[src/hw/rtl/cap_pkg.sv]
// Shared types, constants and arithmetic helpers for the comb/allpass reverberator.
// No dependencies; every other file imports this package.
package cap_pkg;

    // Defaults for the top-level parameters
    localparam int COMB_DEPTH_DEF    = 4096;
    localparam int ALLPASS_DEPTH_DEF = 1024;
    localparam int SAMPLE_WIDTH_DEF  = 16;

    // Fixed structure
    localparam int COMB_COUNT    = 4;
    localparam int ALLPASS_COUNT = 2;
    localparam int INT_W         = 24;
    localparam int LEN_W         = 12;
    localparam int BASE_W        = 11;

    // Register port
    localparam int PADDR_W   = 4;
    localparam int PDATA_W   = 32;
    localparam int REG_IDX_W = 2;

    typedef logic signed [INT_W-1:0] word_t;
    typedef logic [16:0]             mix_t;
    typedef logic [15:0]             fb_t;
    typedef logic [9:0]              scale_t;
    typedef logic [LEN_W-1:0]        len_t;

    localparam logic [REG_IDX_W-1:0] REG_MIX      = 2'd0;
    localparam logic [REG_IDX_W-1:0] REG_FEEDBACK = 2'd1;
    localparam logic [REG_IDX_W-1:0] REG_SIZE     = 2'd2;

    localparam logic CMD_PROCESS = 1'b0;
    localparam logic CMD_CLEAR   = 1'b1;

    localparam mix_t   MIX_ONE      = 17'd65536;
    localparam mix_t   MIX_RESET    = 17'd32768;
    localparam fb_t    FB_MAX       = 16'd58982;
    localparam fb_t    FB_RESET     = 16'd45875;
    localparam scale_t SCALE_MIN    = 10'd128;
    localparam scale_t SCALE_MAX    = 10'd512;
    localparam scale_t SCALE_RESET  = 10'd256;

    typedef struct packed {
        mix_t                          mix;
        fb_t                           feedback;
        scale_t                        size_scale;
        logic                          resize;
        len_t [COMB_COUNT-1:0]         comb_len;
        len_t [ALLPASS_COUNT-1:0]      ap_len;
    } cap_cfg_t;

    typedef struct packed {
        logic step;
        logic clear;
    } line_ctl_t;

    function automatic logic [BASE_W-1:0] comb_base(input logic [1:0] idx);
        logic [BASE_W-1:0] b;
        case (idx)
            2'd0:    b = 11'd1116;
            2'd1:    b = 11'd1188;
            2'd2:    b = 11'd1277;
            default: b = 11'd1356;
        endcase
        return b;
    endfunction

    function automatic logic [BASE_W-1:0] ap_base(input logic idx);
        logic [BASE_W-1:0] b;
        case (idx)
            1'b0:    b = 11'd225;
            default: b = 11'd341;
        endcase
        return b;
    endfunction

    // floor(base * scale / 256)
    function automatic len_t scaled_len(input logic [BASE_W-1:0] base, input scale_t s);
        logic [20:0] p;
        p = 21'(base) * 21'(s);
        return len_t'(p >> 8);
    endfunction

    // v / 2^n, rounded to nearest with halves away from zero
    function automatic logic signed [47:0] rnd_shift(input logic signed [47:0] v,
                                                     input int unsigned n);
        logic signed [47:0] adj;
        adj = v + (48'sd1 <<< (n - 1));
        if (v[47])
            adj = adj - 48'sd1;
        return adj >>> n;
    endfunction

    function automatic word_t sat_int(input logic signed [47:0] v);
        word_t r;
        if (v > 48'sd8388607)
            r = 24'sh7FFFFF;
        else if (v < -48'sd8388608)
            r = 24'sh800000;
        else
            r = v[INT_W-1:0];
        return r;
    endfunction

endpackage

[src/hw/rtl/cap_mix.sv]
// Dry/wet mix stage and output register with stall handling.
// Depends on cap_pkg.
module cap_mix #(
    parameter int SAMPLE_WIDTH = cap_pkg::SAMPLE_WIDTH_DEF
) (
    input  logic                           clk,
    input  logic                           rst_n,
    input  logic                           load,
    input  logic signed [SAMPLE_WIDTH-1:0] x,
    input  cap_pkg::word_t                 wet,
    input  cap_pkg::mix_t                  mix,
    output logic                           free,
    output logic                           out_valid,
    input  logic                           out_stall,
    output logic signed [SAMPLE_WIDTH-1:0] out_sample
);
    import cap_pkg::*;

    localparam logic signed [47:0] OUT_MAX = (48'sd1 <<< (SAMPLE_WIDTH - 1)) - 48'sd1;
    localparam logic signed [47:0] OUT_MIN = -OUT_MAX - 48'sd1;

    logic                           s2_valid_reg, s2_valid_next;
    logic signed [SAMPLE_WIDTH-1:0] s2_x_reg;
    word_t                          s2_wet_reg;
    logic                           out_valid_reg, out_valid_next;
    logic signed [SAMPLE_WIDTH-1:0] out_sample_reg, out_sample_next;
    logic                           out_free;
    logic                           s2_move;
    mix_t                           dry_gain;
    logic signed [17:0]             dry_s, wet_s;
    logic signed [47:0]             dry_prod, wet_prod, mixed;

    assign out_free = !out_valid_reg || !out_stall;
    assign s2_move  = s2_valid_reg && out_free;
    assign free     = !s2_valid_reg || out_free;

    always_comb
    begin
        s2_valid_next = s2_valid_reg;
        if (load)
            s2_valid_next = 1'b1;
        else if (s2_move)
            s2_valid_next = 1'b0;

        out_valid_next = out_valid_reg;
        if (s2_move)
            out_valid_next = 1'b1;
        else if (!out_stall)
            out_valid_next = 1'b0;
    end

    always_comb
    begin
        dry_gain = MIX_ONE - mix;
        dry_s    = $signed({1'b0, dry_gain});
        wet_s    = $signed({1'b0, mix});
        dry_prod = s2_x_reg * dry_s;
        wet_prod = s2_wet_reg * wet_s;
        mixed    = rnd_shift(dry_prod + wet_prod, 16);
        if (mixed > OUT_MAX)
            out_sample_next = OUT_MAX[SAMPLE_WIDTH-1:0];
        else if (mixed < OUT_MIN)
            out_sample_next = OUT_MIN[SAMPLE_WIDTH-1:0];
        else
            out_sample_next = mixed[SAMPLE_WIDTH-1:0];
    end

    always_ff @(posedge clk or negedge rst_n)
    begin
        if (!rst_n)
        begin
            s2_valid_reg  <= 1'b0;
            out_valid_reg <= 1'b0;
        end
        else
        begin
            s2_valid_reg  <= s2_valid_next;
            out_valid_reg <= out_valid_next;
        end
    end

    always_ff @(posedge clk)
    begin
        if (load)
        begin
            s2_x_reg   <= x;
            s2_wet_reg <= wet;
        end
        if (s2_move)
            out_sample_reg <= out_sample_next;
    end

    assign out_valid  = out_valid_reg;
    assign out_sample = out_sample_reg;

endmodule
[config.mk]
export PLATFORM = sky130hd
export DESIGN_NAME = cap_mix
export DESIGN_NICKNAME = d
export VERILOG_FILES = /design/src/hw/rtl/cap_pkg.sv /design/src/hw/rtl/cap_mix.sv
export SDC_FILE = /design/constraint.sdc
export NUM_CORES = 2
export LEC_CHECK = 0
export ABC_AREA = 1
export BUFFER_PORTS_ARGS = -buffer_cell sky130_fd_sc_hd__buf_2
export CAP_MARGIN = 25
export CORE_ASPECT_RATIO = 0.9
export CORE_MARGIN = 2
export CORE_UTILIZATION = 65
export DETAILED_ROUTE_END_ITERATION = 12
export PLACE_DENSITY = 0.82
export SYNTH_ARGS = -nofsm -noshare
export SYNTH_HDL_FRONTEND = slang
export SYNTH_SLANG_ARGS = --single-unit
[constraint.sdc]
create_clock -name clk -period 10.7 [get_ports clk]
set_input_delay 2.14 -clock clk [delete_from_list [all_inputs] [get_ports clk]]
set_output_delay 2.14 -clock clk [all_outputs]
set_load 0.01 [all_outputs]
==> metrics.md <==
| Metric | Value |
|---|---|
| Status | `finished with violations` |
| Failing checks | `setup timing` |
| Worst path max stage delay | `0.58 ns` |
| Endpoints failing hold | `0` |
| Port-buffer cells | `78` |
| RR Startpoint | `s2_x_reg[10]$_DFFE_PP_` |
| Core Area | `0.0465 mm²` |
| Initial antenna violation count | `0` |
| Area leader, netlist | `fa_1` |
| Post-route ant nets | `0` |
| Commonest non-fill, non-tap cell in the layout | `inv_1` |
| Reg-to-Reg End | `out_sample[6]$_SDFFCE_PN1P_` |
| Count of warnings emitted by yosys | `0` |
| Setup crit start | `mix[1]` |
| Async SR Flop Fraction | `3.45%` |
| Register area | `0.00173 mm²` |
| Core Util, Final | `77.5%` |
| Diode count | `0` |
| 1st-iter DRT viols | `2599` |
| Die Y-Extent | `210 µm` |
| RSZ-0062 raised after global routing | `yes` |
| Top Family by Delay on Critical Path | `adder cells` |
| # setup viols final | `16` |
| Final #Nets | `5375` |
| Root Buffer | `clkbuf_16` |
| Max-Cap Viols | `0` |
| Clock sinks | `58` |
| FP Rows | `75` |
| Most frequent cells in the layout | `1134 x inv_1, 959 x nand2_1, 662 x fa_1` |
| Final wirelength | `90900 µm` |
| Final critical-path setup slack | `-0.813 ns` |
| Boundary Pins | `79` |
| Clock slew seen by the registers of the worst setup and hold paths | `0.06 ns` |
| Critical setup path kind | `in2reg` |
| Tcrit/Tclk final | `108%` |
| Multi-input logic area | `0.0252 mm²` |
| Layout cells sized above 1 | `20.4%` |
| Clock Tree Buf Depth | `2` |
| Setup slack, reg-to-reg | `1.12 ns` |
| Register area share after synthesis | `5.66%` |
| CTS tree | `done` |
| R2R cell count | `43` |
| Hold path depth | `2` |
| Syn nets | `5012` |
| Synthesized area | `0.0306 mm²` |
| Min cycle time layout | `11.51 ns` |
| Hpwl dp | `77300 µm` |
| Via Count | `27400` |
| Initial Utilization | `65.8%` |
| DRT Pass-1 Iters | `8` |
| Placer Congestion | `1.05` |
| Vias in the first global route | `29200` |
| Post-synth EDFFs | `56` |
| Min-delay src | `s2_valid_reg$_DFFE_PN0P_` |
| Min-Delay Path Class | `reg2reg` |
| CP Max Fanout | `7` |
| Routed len/inst | `18.0 µm` |
| Critical path depth in cells | `58` |
| Synthesis-to-finish area growth | `17.9%` |
| Post-route DRC | `0` |
| Max reg flops | `24` |
| H-Tree Level Count | `3` |
| Vias per Instance | `5.43` |
| Arr. time, crit path | `11.64 ns` |
| Synth Register Bits | `58` |
| Syn_area_per_cell | `7.55 µm²` |
| Area contributors post-synth | `fa_1 44%, inv_1 14%, nand2_1 13%, ha_1 9.0%, edfxtp_1 5.5%` |
| Total Routing Usage GR | `39.5%` |
| Slew margin rel. | `38.7%` |
| CP max-delay cell | `fa_2` |
| Crit end category | `register` |
| Syn Inst Count | `4056` |
| Highest clock rate | `0.0869 GHz` |
| Die area | `0.0489 mm²` |
| Most frequent cell on the critical path | `nand2_4` |
| End of the critical path | `out_sample[6]$_SDFFCE_PN1P_` |
| CP startpoint kind | `input port` |
| Largest net degree at the start of global routing | `42` |
| FILL cells | `3211` |
| Worst-Skew Late Latency | `0.39 ns` |
| Fin. max-slew vios | `0` |
| Post-synth top area share | `44.2%` |
| Final setup skew | `0.0153 ns` |
| First-pass GRT wire length | `149000 µm` |
| WP buf/inv | `16` |
| Gr ovfl total | `0` |
| Slew @ Worst Pin | `0.920 ns` |
| Req. time, crit path | `10.83 ns` |
| Netlist cell types | `38` |
| Num CTS Buffers | `9` |
| Die width | `233 µm` |
| Predominant post-synthesis flop cell | `edfxtp_1` |
[stage by stage]
stage / setup WS [ns] / instance area (µm²) / setup TNS, ns / cells / hold slack, ns
after CTS: -0.504 / 35500 / -7.44 / 5022 / 0.498
after detailed placement: -1.26 / 34500 / -19.46 / 4962 / 0.484
after floorplan: -0.249 / 31300 / -3.13 / 4056 / 0.447
final: -0.813 / 36100 / -12.27 / 5040 / 0.504
after global placement: -1.20 / 34400 / -18.76 / 4961 / 0.452
after global routing: -1.29 / 36100 / -19.98 / 5040 / 0.537
[tightest hold or removal path: stages (launching register included)]
cell	delay, ns
dfrtp_1	0.35
inv_1	0.05
nand2_1	0.07
[worst min-delay path by stage]
stage | end | slack (ns)
6_report | out_valid$_DFFE_PN0P_ | 0.50
5_1_grt | out_valid$_DFFE_PN0P_ | 0.54
4_1_cts | out_valid$_DFFE_PN0P_ | 0.50
3_5_place_dp | out_valid$_DFFE_PN0P_ | 0.48
3_3_place_gp | out_valid$_DFFE_PN0P_ | 0.45
2_1_floorplan | out_valid$_DFFE_PN0P_ | 0.45
[metal layers]
| metal | global-route usage [%] | vias up | share of wire [%] |
|---|---|---|---|
| met4 | 17.2 | 0 | 5.0 |
| met3 | 8.85 | 303 | 11 |
| met2 | 63.1 | 1508 | 46 |
| li1 | - | 12200 | - |
| met1 | 52.3 | 13400 | 38 |
| met5 | 0 | - | 0 |
[what timing repair did]
item | in CTS | in global routing
hold buffers | 0 | 0
buffers inserted | 43 | 17
cloned | 1 | 1
pin swaps | 70 | 115
gates resized for setup | 119 | 132
hold endpoints to repair | 0 | 0
setup endpoints to repair | 16 | 16
[cell usage after synthesis, types with 14 or more instances]
cell type and number:
inv_1 1168, nand2_1 1062, fa_1 676, nor2_1 341, ha_1 219, clkbuf_1 124
nand3_1 104, edfxtp_1 56, nand2_2 48, nand4_1 48, a21oi_1 30, nor2_2 29
inv_2 21, xnor2_1 19, o21ai_0 17, xor2_1 14
[cell type report]
cell class,count,share of cell area [%]
Inverter,1195,12.5
Tap cell,616,2.14
Multi-Input combinational cell,2669,69.9
Clock buffer,10,0.635
Sequential cell,58,4.80
Timing Repair Buffer,486,9.81
Clock inverter,6,0.225
[kinds of logic (layout without fill, tap and decap cells)]
| family | after synthesis | after routing | share of synthesized area, % |
|---|---|---|---|
| buffers and inverters | 1331 | 1697 | 16.4 |
| DFF | 58 | 58 | 5.66 |
| xor gates and xnor gates | 33 | 33 | 0.944 |
| adders and majority gates | 895 | 895 | 53.2 |
| and+or+nand+nor | 1684 | 1686 | 22.9 |
| AOI/OAI and AO/OA | 55 | 55 | 0.977 |
Power is not shown: default switching activity piles up to over one toggle a cycle in this logic, so the estimate is an artifact.
