## src/hw/rtl/cap_pkg.sv

```systemverilog
// Shared types, constants and arithmetic helpers for the comb/allpass reverberator.
// No dependencies; every other file imports this package.
package cap_pkg;

    // Defaults for the top-level parameters
    localparam int COMB_DEPTH_DEF    = 4096;
    localparam int ALLPASS_DEPTH_DEF = 1024;
    localparam int SAMPLE_WIDTH_DEF  = 16;

    // Fixed structure
    localparam int COMB_COUNT    = 4;
    localparam int ALLPASS_COUNT = 2;
    localparam int INT_W         = 24;
    localparam int LEN_W         = 12;
    localparam int BASE_W        = 11;

    // Register port
    localparam int PADDR_W   = 4;
    localparam int PDATA_W   = 32;
    localparam int REG_IDX_W = 2;

    typedef logic signed [INT_W-1:0] word_t;
    typedef logic [16:0]             mix_t;
    typedef logic [15:0]             fb_t;
    typedef logic [9:0]              scale_t;
    typedef logic [LEN_W-1:0]        len_t;

    localparam logic [REG_IDX_W-1:0] REG_MIX      = 2'd0;
    localparam logic [REG_IDX_W-1:0] REG_FEEDBACK = 2'd1;
    localparam logic [REG_IDX_W-1:0] REG_SIZE     = 2'd2;

    localparam logic CMD_PROCESS = 1'b0;
    localparam logic CMD_CLEAR   = 1'b1;

    localparam mix_t   MIX_ONE      = 17'd65536;
    localparam mix_t   MIX_RESET    = 17'd32768;
    localparam fb_t    FB_MAX       = 16'd58982;
    localparam fb_t    FB_RESET     = 16'd45875;
    localparam scale_t SCALE_MIN    = 10'd128;
    localparam scale_t SCALE_MAX    = 10'd512;
    localparam scale_t SCALE_RESET  = 10'd256;

    typedef struct packed {
        mix_t                          mix;
        fb_t                           feedback;
        scale_t                        size_scale;
        logic                          resize;
        len_t [COMB_COUNT-1:0]         comb_len;
        len_t [ALLPASS_COUNT-1:0]      ap_len;
    } cap_cfg_t;

    typedef struct packed {
        logic step;
        logic clear;
    } line_ctl_t;

    function automatic logic [BASE_W-1:0] comb_base(input logic [1:0] idx);
        logic [BASE_W-1:0] b;
        case (idx)
            2'd0:    b = 11'd1116;
            2'd1:    b = 11'd1188;
            2'd2:    b = 11'd1277;
            default: b = 11'd1356;
        endcase
        return b;
    endfunction

    function automatic logic [BASE_W-1:0] ap_base(input logic idx);
        logic [BASE_W-1:0] b;
        case (idx)
            1'b0:    b = 11'd225;
            default: b = 11'd341;
        endcase
        return b;
    endfunction

    // floor(base * scale / 256)
    function automatic len_t scaled_len(input logic [BASE_W-1:0] base, input scale_t s);
        logic [20:0] p;
        p = 21'(base) * 21'(s);
        return len_t'(p >> 8);
    endfunction

    // v / 2^n, rounded to nearest with halves away from zero
    function automatic logic signed [47:0] rnd_shift(input logic signed [47:0] v,
                                                     input int unsigned n);
        logic signed [47:0] adj;
        adj = v + (48'sd1 <<< (n - 1));
        if (v[47])
            adj = adj - 48'sd1;
        return adj >>> n;
    endfunction

    function automatic word_t sat_int(input logic signed [47:0] v);
        word_t r;
        if (v > 48'sd8388607)
            r = 24'sh7FFFFF;
        else if (v < -48'sd8388608)
            r = 24'sh800000;
        else
            r = v[INT_W-1:0];
        return r;
    endfunction

endpackage

```

## src/hw/rtl/cap_regs.sv

```systemverilog
// Register file behind the APB-style port: mix, feedback and size scale, with
// the delay lengths derived on a size write. Depends on cap_pkg.
module cap_regs (
    input  logic                        clk,
    input  logic                        rst_n,
    input  logic                        psel,
    input  logic                        penable,
    input  logic                        pwrite,
    input  logic [cap_pkg::PADDR_W-1:0] paddr,
    input  logic [cap_pkg::PDATA_W-1:0] pwdata,
    output logic [cap_pkg::PDATA_W-1:0] prdata,
    output cap_pkg::cap_cfg_t           cfg
);
    import cap_pkg::*;

    mix_t                     mix_reg, mix_next;
    fb_t                      fb_reg, fb_next;
    scale_t                   scale_reg, scale_next;
    len_t [COMB_COUNT-1:0]    comb_len_reg, comb_len_next;
    len_t [ALLPASS_COUNT-1:0] ap_len_reg, ap_len_next;
    logic                     wr_en;
    logic                     resize;
    logic [REG_IDX_W-1:0]     reg_idx;
    scale_t                   scale_clamped;

    assign wr_en   = psel && penable && pwrite;
    assign reg_idx = paddr[PADDR_W-1:2];

    always_comb
    begin
        scale_clamped = pwdata[9:0];
        if (scale_clamped < SCALE_MIN)
            scale_clamped = SCALE_MIN;
        else if (scale_clamped > SCALE_MAX)
            scale_clamped = SCALE_MAX;
    end

    always_comb
    begin
        mix_next      = mix_reg;
        fb_next       = fb_reg;
        scale_next    = scale_reg;
        comb_len_next = comb_len_reg;
        ap_len_next   = ap_len_reg;
        resize        = 1'b0;
        if (wr_en)
        begin
            unique case (reg_idx)
                REG_MIX:
                    mix_next = (pwdata[16:0] > MIX_ONE) ? MIX_ONE : pwdata[16:0];
                REG_FEEDBACK:
                    fb_next = (pwdata[15:0] > FB_MAX) ? FB_MAX : pwdata[15:0];
                REG_SIZE:
                begin
                    scale_next = scale_clamped;
                    resize     = 1'b1;
                    for (int i = 0; i < COMB_COUNT; i++)
                        comb_len_next[i] = scaled_len(comb_base(2'(i)), scale_clamped);
                    for (int i = 0; i < ALLPASS_COUNT; i++)
                        ap_len_next[i] = scaled_len(ap_base(1'(i)), scale_clamped);
                end
                default: ;
            endcase
        end
    end

    always_ff @(posedge clk or negedge rst_n)
    begin
        if (!rst_n)
        begin
            mix_reg   <= MIX_RESET;
            fb_reg    <= FB_RESET;
            scale_reg <= SCALE_RESET;
            for (int i = 0; i < COMB_COUNT; i++)
                comb_len_reg[i] <= len_t'(comb_base(2'(i)));
            for (int i = 0; i < ALLPASS_COUNT; i++)
                ap_len_reg[i] <= len_t'(ap_base(1'(i)));
        end
        else
        begin
            mix_reg      <= mix_next;
            fb_reg       <= fb_next;
            scale_reg    <= scale_next;
            comb_len_reg <= comb_len_next;
            ap_len_reg   <= ap_len_next;
        end
    end

    always_comb
    begin
        unique case (reg_idx)
            REG_MIX:      prdata = PDATA_W'(mix_reg);
            REG_FEEDBACK: prdata = PDATA_W'(fb_reg);
            REG_SIZE:     prdata = PDATA_W'(scale_reg);
            default:      prdata = '0;
        endcase
    end

    always_comb
    begin
        cfg.mix        = mix_reg;
        cfg.feedback   = fb_reg;
        cfg.size_scale = scale_reg;
        cfg.resize     = resize;
        cfg.comb_len   = comb_len_reg;
        cfg.ap_len     = ap_len_reg;
    end

endmodule

```

## config.mk

```make
export PLATFORM = sky130hd
export DESIGN_NAME = cap_regs
export DESIGN_NICKNAME = d
export VERILOG_FILES = /design/src/hw/rtl/cap_pkg.sv /design/src/hw/rtl/cap_regs.sv
export SDC_FILE = /design/constraint.sdc
export NUM_CORES = 1
export LEC_CHECK = 0
export BUFFER_PORTS_ARGS = -buffer_cell sky130_fd_sc_hd__buf_4
export CAP_MARGIN = 25
export CORE_UTILIZATION = 30
export DETAILED_ROUTE_END_ITERATION = 10
export GPL_TIMING_DRIVEN = 0
export HOLD_SLACK_MARGIN = 0.06
export PLACE_DENSITY = 0.48
export REMOVE_ABC_BUFFERS = 1
export SLEW_MARGIN = 20
export SYNTH_ARGS = -nofsm -noshare
export SYNTH_HDL_FRONTEND = slang
export SYNTH_SLANG_ARGS = --single-unit
```

## constraint.sdc

```tcl
create_clock -name clk -period 1.4 [get_ports clk]
set_input_delay 0.07 -clock clk [delete_from_list [all_inputs] [get_ports clk]]
set_output_delay 0.07 -clock clk [all_outputs]
set_load 0.05 [all_outputs]
```

==> run summary <==
The run finished, with violations left. The final reports fail on negative setup slack. For the leakage power total, the log shows 9.25 nW.

The maximum clock insertion buffer count is 2. The via count of the first global-routing pass is 10794. The power per cell area works out to 1480 nW/µm². The placement row count is 75, and the number of maximum-capacitance constraint violations is 0. The number of distinct library cells after synthesis came out at 71. The tools report the maximum vdd ir drop as 0.000753 V.

The max-slew violation count was 0. In the layout the commonest cells are sky130_fd_sc_hd__buf_4 (243), sky130_fd_sc_hd__ha_1 (202), sky130_fd_sc_hd__inv_1 (129), sky130_fd_sc_hd__nand2_1 (122), sky130_fd_sc_hd__ha_4 (80). For hold timing, the worst endpoint is fb_reg[13]$_DFFE_PN1P_. The final clock skew is 0 ns. For the overall die area, the log shows 43400 µm².

The signal on the critical path passes through buf_8 -> nor2_4 -> nor2_4 -> nand2_4 -> clkinvlp_4 -> fa_2 -> fa_1 -> fa_1 -> fa_1 -> fa_2 -> ha_4 -> o2111ai_2 -> a21o_1 -> nand2_2 -> a21boi_2 -> or4b_4 -> nand3_2. From synthesis to final layout, the design area changed by 49.4%. In this run the critical register-to-register path is launched from cfg[54]$_DFFE_PN1P_. For the total global-route track usage, the log shows 0.186. The sequential share of power came out at 0.185. In the post-synthesis netlist, the biggest area contributors are sky130_fd_sc_hd__ha_1 (28%), sky130_fd_sc_hd__dfrtp_1 (14%), sky130_fd_sc_hd__fa_1 (14%), sky130_fd_sc_hd__dfstp_2 (8.6%), sky130_fd_sc_hd__inv_1 (4.6%). Entering global routing, the biggest net connects 72 pins.

The net count of the finished layout is 2023. For the part of the total power dissipated in the clock network, the log shows 0.177. Summed over all nets, the switching power comes to 13.0 mW. The tools report the timing-limited maximum frequency as 236 MHz. For this run, the leading register cell type out of synthesis is sky130_fd_sc_hd__dfrtp_1.

The post-synthesis average cell area is 9.87 µm². Worst hold path cell count: 5. DRC marker count from the first detailed-route iteration: 499. The cell area that synthesis handed to floorplanning was 12800 µm². The average detailed-routed wire length per instance is 18.3 µm.

The power share of the combinational group is 0.638, and the largest fanout on the critical path is 5. In this run the tool buffered the top-level ports with 156 buffer cells. The switching portion of total power was 0.461. Proportion of synthesized flip-flops having asynchronous set or reset: 1.00.

The horizontal die dimension is 208 µm, and the H-tree depth reported by CTS is 4. Counting tap cells, the placed design contains a total of 1964 instances. The instance area at placement is 14600 µm². After filler insertion, the fill cell instance count of the layout stands at 3864. The initial antenna violation count was 0; the number of design rule violations left after detail routing was 0. For this run, the number of standard cells in the final layout without fillers is 2159. Setup total negative slack on the finished layout was measured at -171.78 ns. The largest individual stage delay along the critical path comes from the cell sky130_fd_sc_hd__fa_2. The headroom to the max-slew limit is 0.528.

The root buffer cell is sky130_fd_sc_hd__clkbuf_16. The logs give 0.230 for the portion of the post-synthesis area used by sequential elements and 81 for the number of endpoints failing setup at the final stage. The floorplan step defined a core boundary enclosing 41900 µm². In this run the register-to-register setup slack is 0.53 ns. Setup repair after global routing could not meet its margin everywhere.

The run gives 1293 as the number of instances in the synthesized netlist. The worst-skew pair later-pin latency was 0.45 ns; the data required time at the worst endpoint was 1.80 ns. The hold violation total from the final report came out at 0. The final setup slack of the worst path is -2.84 ns, and the initial standard-cell utilization of the core is 0.304.

Clock-pin slew was measured on the worst setup and hold paths at 0.06 ns. TritonCTS built the clock tree. The number of clock sinks was 115.

The run gives 4.64 ns as the arrival time of data at the critical path endpoint. The post-route clock period utilization is 3.03. Summed over all instances, the cell type with the most area after synthesis is sky130_fd_sc_hd__ha_1. On the final layout, the worst hold slack is 0.0957 ns. Summing all non-filler instances in the final layout gives an area of 19100 µm².

In this design, the critical path's most frequently occurring cell is sky130_fd_sc_hd__fa_1. For the worst slack at placement, the log shows -5.25 ns. Total clock buffers created by CTS: 17.

The worst register-to-register path ends at cfg[54]$_DFFE_PN1P_. STA classifies the critical path startpoint as a primary input. The cell count of the worst reg-to-reg path was 4; the placer's final routability congestion estimate was 0.856. After detailed routing, the total wire length is 39.6 mm.

The repair_antennas step left the layout with diodes totalling 0. Number of optimization iterations in the first detailed-route pass: 4. The die is 208 µm tall. In this run the count of I/O pins placed on the die edge is 189. The register with the most flip-flops in the layout has 72 of them. The number of enable flip-flop cells after synthesis works out to 0.

The post-route minimum period is 4.24 ns. Internal power comes to 15.2 mW. Detailed routing inserted a total of 10497 vias. The logs give 0 for the remaining global-route overflow and 0 for the remaining antenna violation count after routing. The share of post-route cells with drive strength above 1 is 0.410. The launch point of the worst hold path is paddr[3]. The run gives 27.3 mm as the post-DP HPWL.

The number of vias per cell was 4.86; the longest individual stage delay on the worst path was 0.67 ns. The count of warnings emitted by yosys was 0; the share of Yosys cell area claimed by the top area cell type was 0.281. The classification of the worst setup path is primary input to register. The path class of the lowest-slack min-delay path is primary input to register. The synthesized design contains 115 register bits. At the pin with the least slew margin, the transition time is 0.709 ns. The tools report the first-pass GRT wire length as 61.8 mm. The most frequent standard cell in the layout excluding fill and tap cells is sky130_fd_sc_hd__buf_4. The worst setup path is captured at a register.
[synth_stat cells (4+ instances only)]
| master | n |
|---|---|
| sky130_fd_sc_hd__nand2b_1 | 5 |
| sky130_fd_sc_hd__buf_4 | 17 |
| sky130_fd_sc_hd__and3_1 | 4 |
| sky130_fd_sc_hd__nand3_1 | 16 |
| sky130_fd_sc_hd__o21a_1 | 5 |
| sky130_fd_sc_hd__nor4_1 | 4 |
| sky130_fd_sc_hd__xor2_1 | 35 |
| sky130_fd_sc_hd__mux2i_1 | 17 |
| sky130_fd_sc_hd__o22a_1 | 5 |
| sky130_fd_sc_hd__fa_1 | 88 |
| sky130_fd_sc_hd__o21ai_0 | 92 |
| sky130_fd_sc_hd__nor2b_1 | 8 |
| sky130_fd_sc_hd__nor3b_1 | 4 |
| sky130_fd_sc_hd__and2_1 | 6 |
| sky130_fd_sc_hd__ha_1 | 287 |
| sky130_fd_sc_hd__a22o_1 | 16 |
| sky130_fd_sc_hd__a21oi_1 | 51 |
| sky130_fd_sc_hd__nand2_1 | 135 |
| sky130_fd_sc_hd__inv_1 | 157 |
| sky130_fd_sc_hd__xnor2_1 | 31 |
| sky130_fd_sc_hd__a31oi_1 | 7 |
| sky130_fd_sc_hd__buf_1 | 6 |
| sky130_fd_sc_hd__o21bai_1 | 4 |
| sky130_fd_sc_hd__dfrtp_1 | 73 |
| sky130_fd_sc_hd__nor3_1 | 12 |
| sky130_fd_sc_hd__nor2_1 | 33 |
| sky130_fd_sc_hd__clkbuf_1 | 26 |
| sky130_fd_sc_hd__or2_2 | 5 |
| sky130_fd_sc_hd__a21o_1 | 22 |
| sky130_fd_sc_hd__o31ai_1 | 11 |
| sky130_fd_sc_hd__a211oi_1 | 4 |
| sky130_fd_sc_hd__nand4_1 | 7 |
| sky130_fd_sc_hd__dfstp_2 | 42 |
[how the worst max path moves through the flow]
stage | startpoint | end | depth (start not counted)
2_1_floorplan | paddr[3] | cfg[47]$_DFFE_PN0P_ | 6
3_3_place_gp | paddr[3] | cfg[47]$_DFFE_PN0P_ | 7
3_5_place_dp | pwdata[8] | cfg[56]$_DFFE_PN0P_ | 22
4_1_cts | pwdata[7] | cfg[54]$_DFFE_PN1P_ | 17
5_1_grt | pwdata[7] | cfg[58]$_DFFE_PN1P_ | 24
6_report | pwdata[7] | cfg[54]$_DFFE_PN1P_ | 17
[layout make-up]
type,instances,area [µm²],share of cell area
Inverter,158,651,0.0341
Timing Repair Buffer,330,2920,0.153
Clock inverter,12,201,0.0106
Multi-Input combinational cell,985,11200,0.589
Clock buffer,20,457,0.0239
Tap cell,539,674,0.0354
Sequential cell,115,2930,0.154
[metrics by stage]
stage / power (mW) / util
4_1_cts: 27.5 / 0.435
5_1_grt: 30.3 / 0.455
3_3_place_gp: 18.8 / 0.344
3_5_place_dp: 18.8 / 0.347
2_1_floorplan: 15.0 / -
6_report: 28.3 / 0.455
[worst max-delay path: cells and delay by family]
kind | cells | cell delay [ns]
AO/OA/AOI/OAI | 3 | 0.37
buffers and inverters | 2 | 0.30
adder cells (fa/ha/maj) | 6 | 2.90
AND/OR/NAND/NOR | 6 | 0.98
[power by group through the flow]
stage / Combinational, mW / Sequential [mW] / Clock (mW)
3_3_place_gp: 13.5 / 5.30 / 0
5_1_grt: 19.6 / 5.39 / 5.31
6_report: 18.0 / 5.22 / 5.02
3_5_place_dp: 13.5 / 5.32 / 0
4_1_cts: 17.1 / 5.25 / 5.16
2_1_floorplan: 6.29 / 8.69 / 0
[per-layer routing]
metal / part of all wire / track usage / vias to the layer above
met2: 0.47 / 0.301 / 237
met4: 0.022 / 0.0644 / 0
met1: 0.47 / 0.245 / 5121
met3: 0.043 / 0.0380 / 52
li1: - / - / 5087
met5: 0 / 0 / -
[kinds of logic after synthesis]
group	Yosys count	synth area share
adder cells (fa/ha/maj)	375	0.419
multiplexers	19	0.0151
XOR/XNOR	66	0.0453
flip-flops	115	0.230
other	1	0.000294
AND/OR/NAND/NOR	256	0.0938
buffers and inverters	207	0.0659
AO/OA/AOI/OAI	254	0.131
[timing repair]
item                                   CTS  global route
pin swaps                              169           113
endpoints found under the hold margin  126             0
buffers inserted                       115            28
gates resized for setup                376           119
setup endpoints to repair              117           104
cloned                                   0             1
hold buffers                            21             0
No activity file was read; power rests on OpenSTA's default activity.
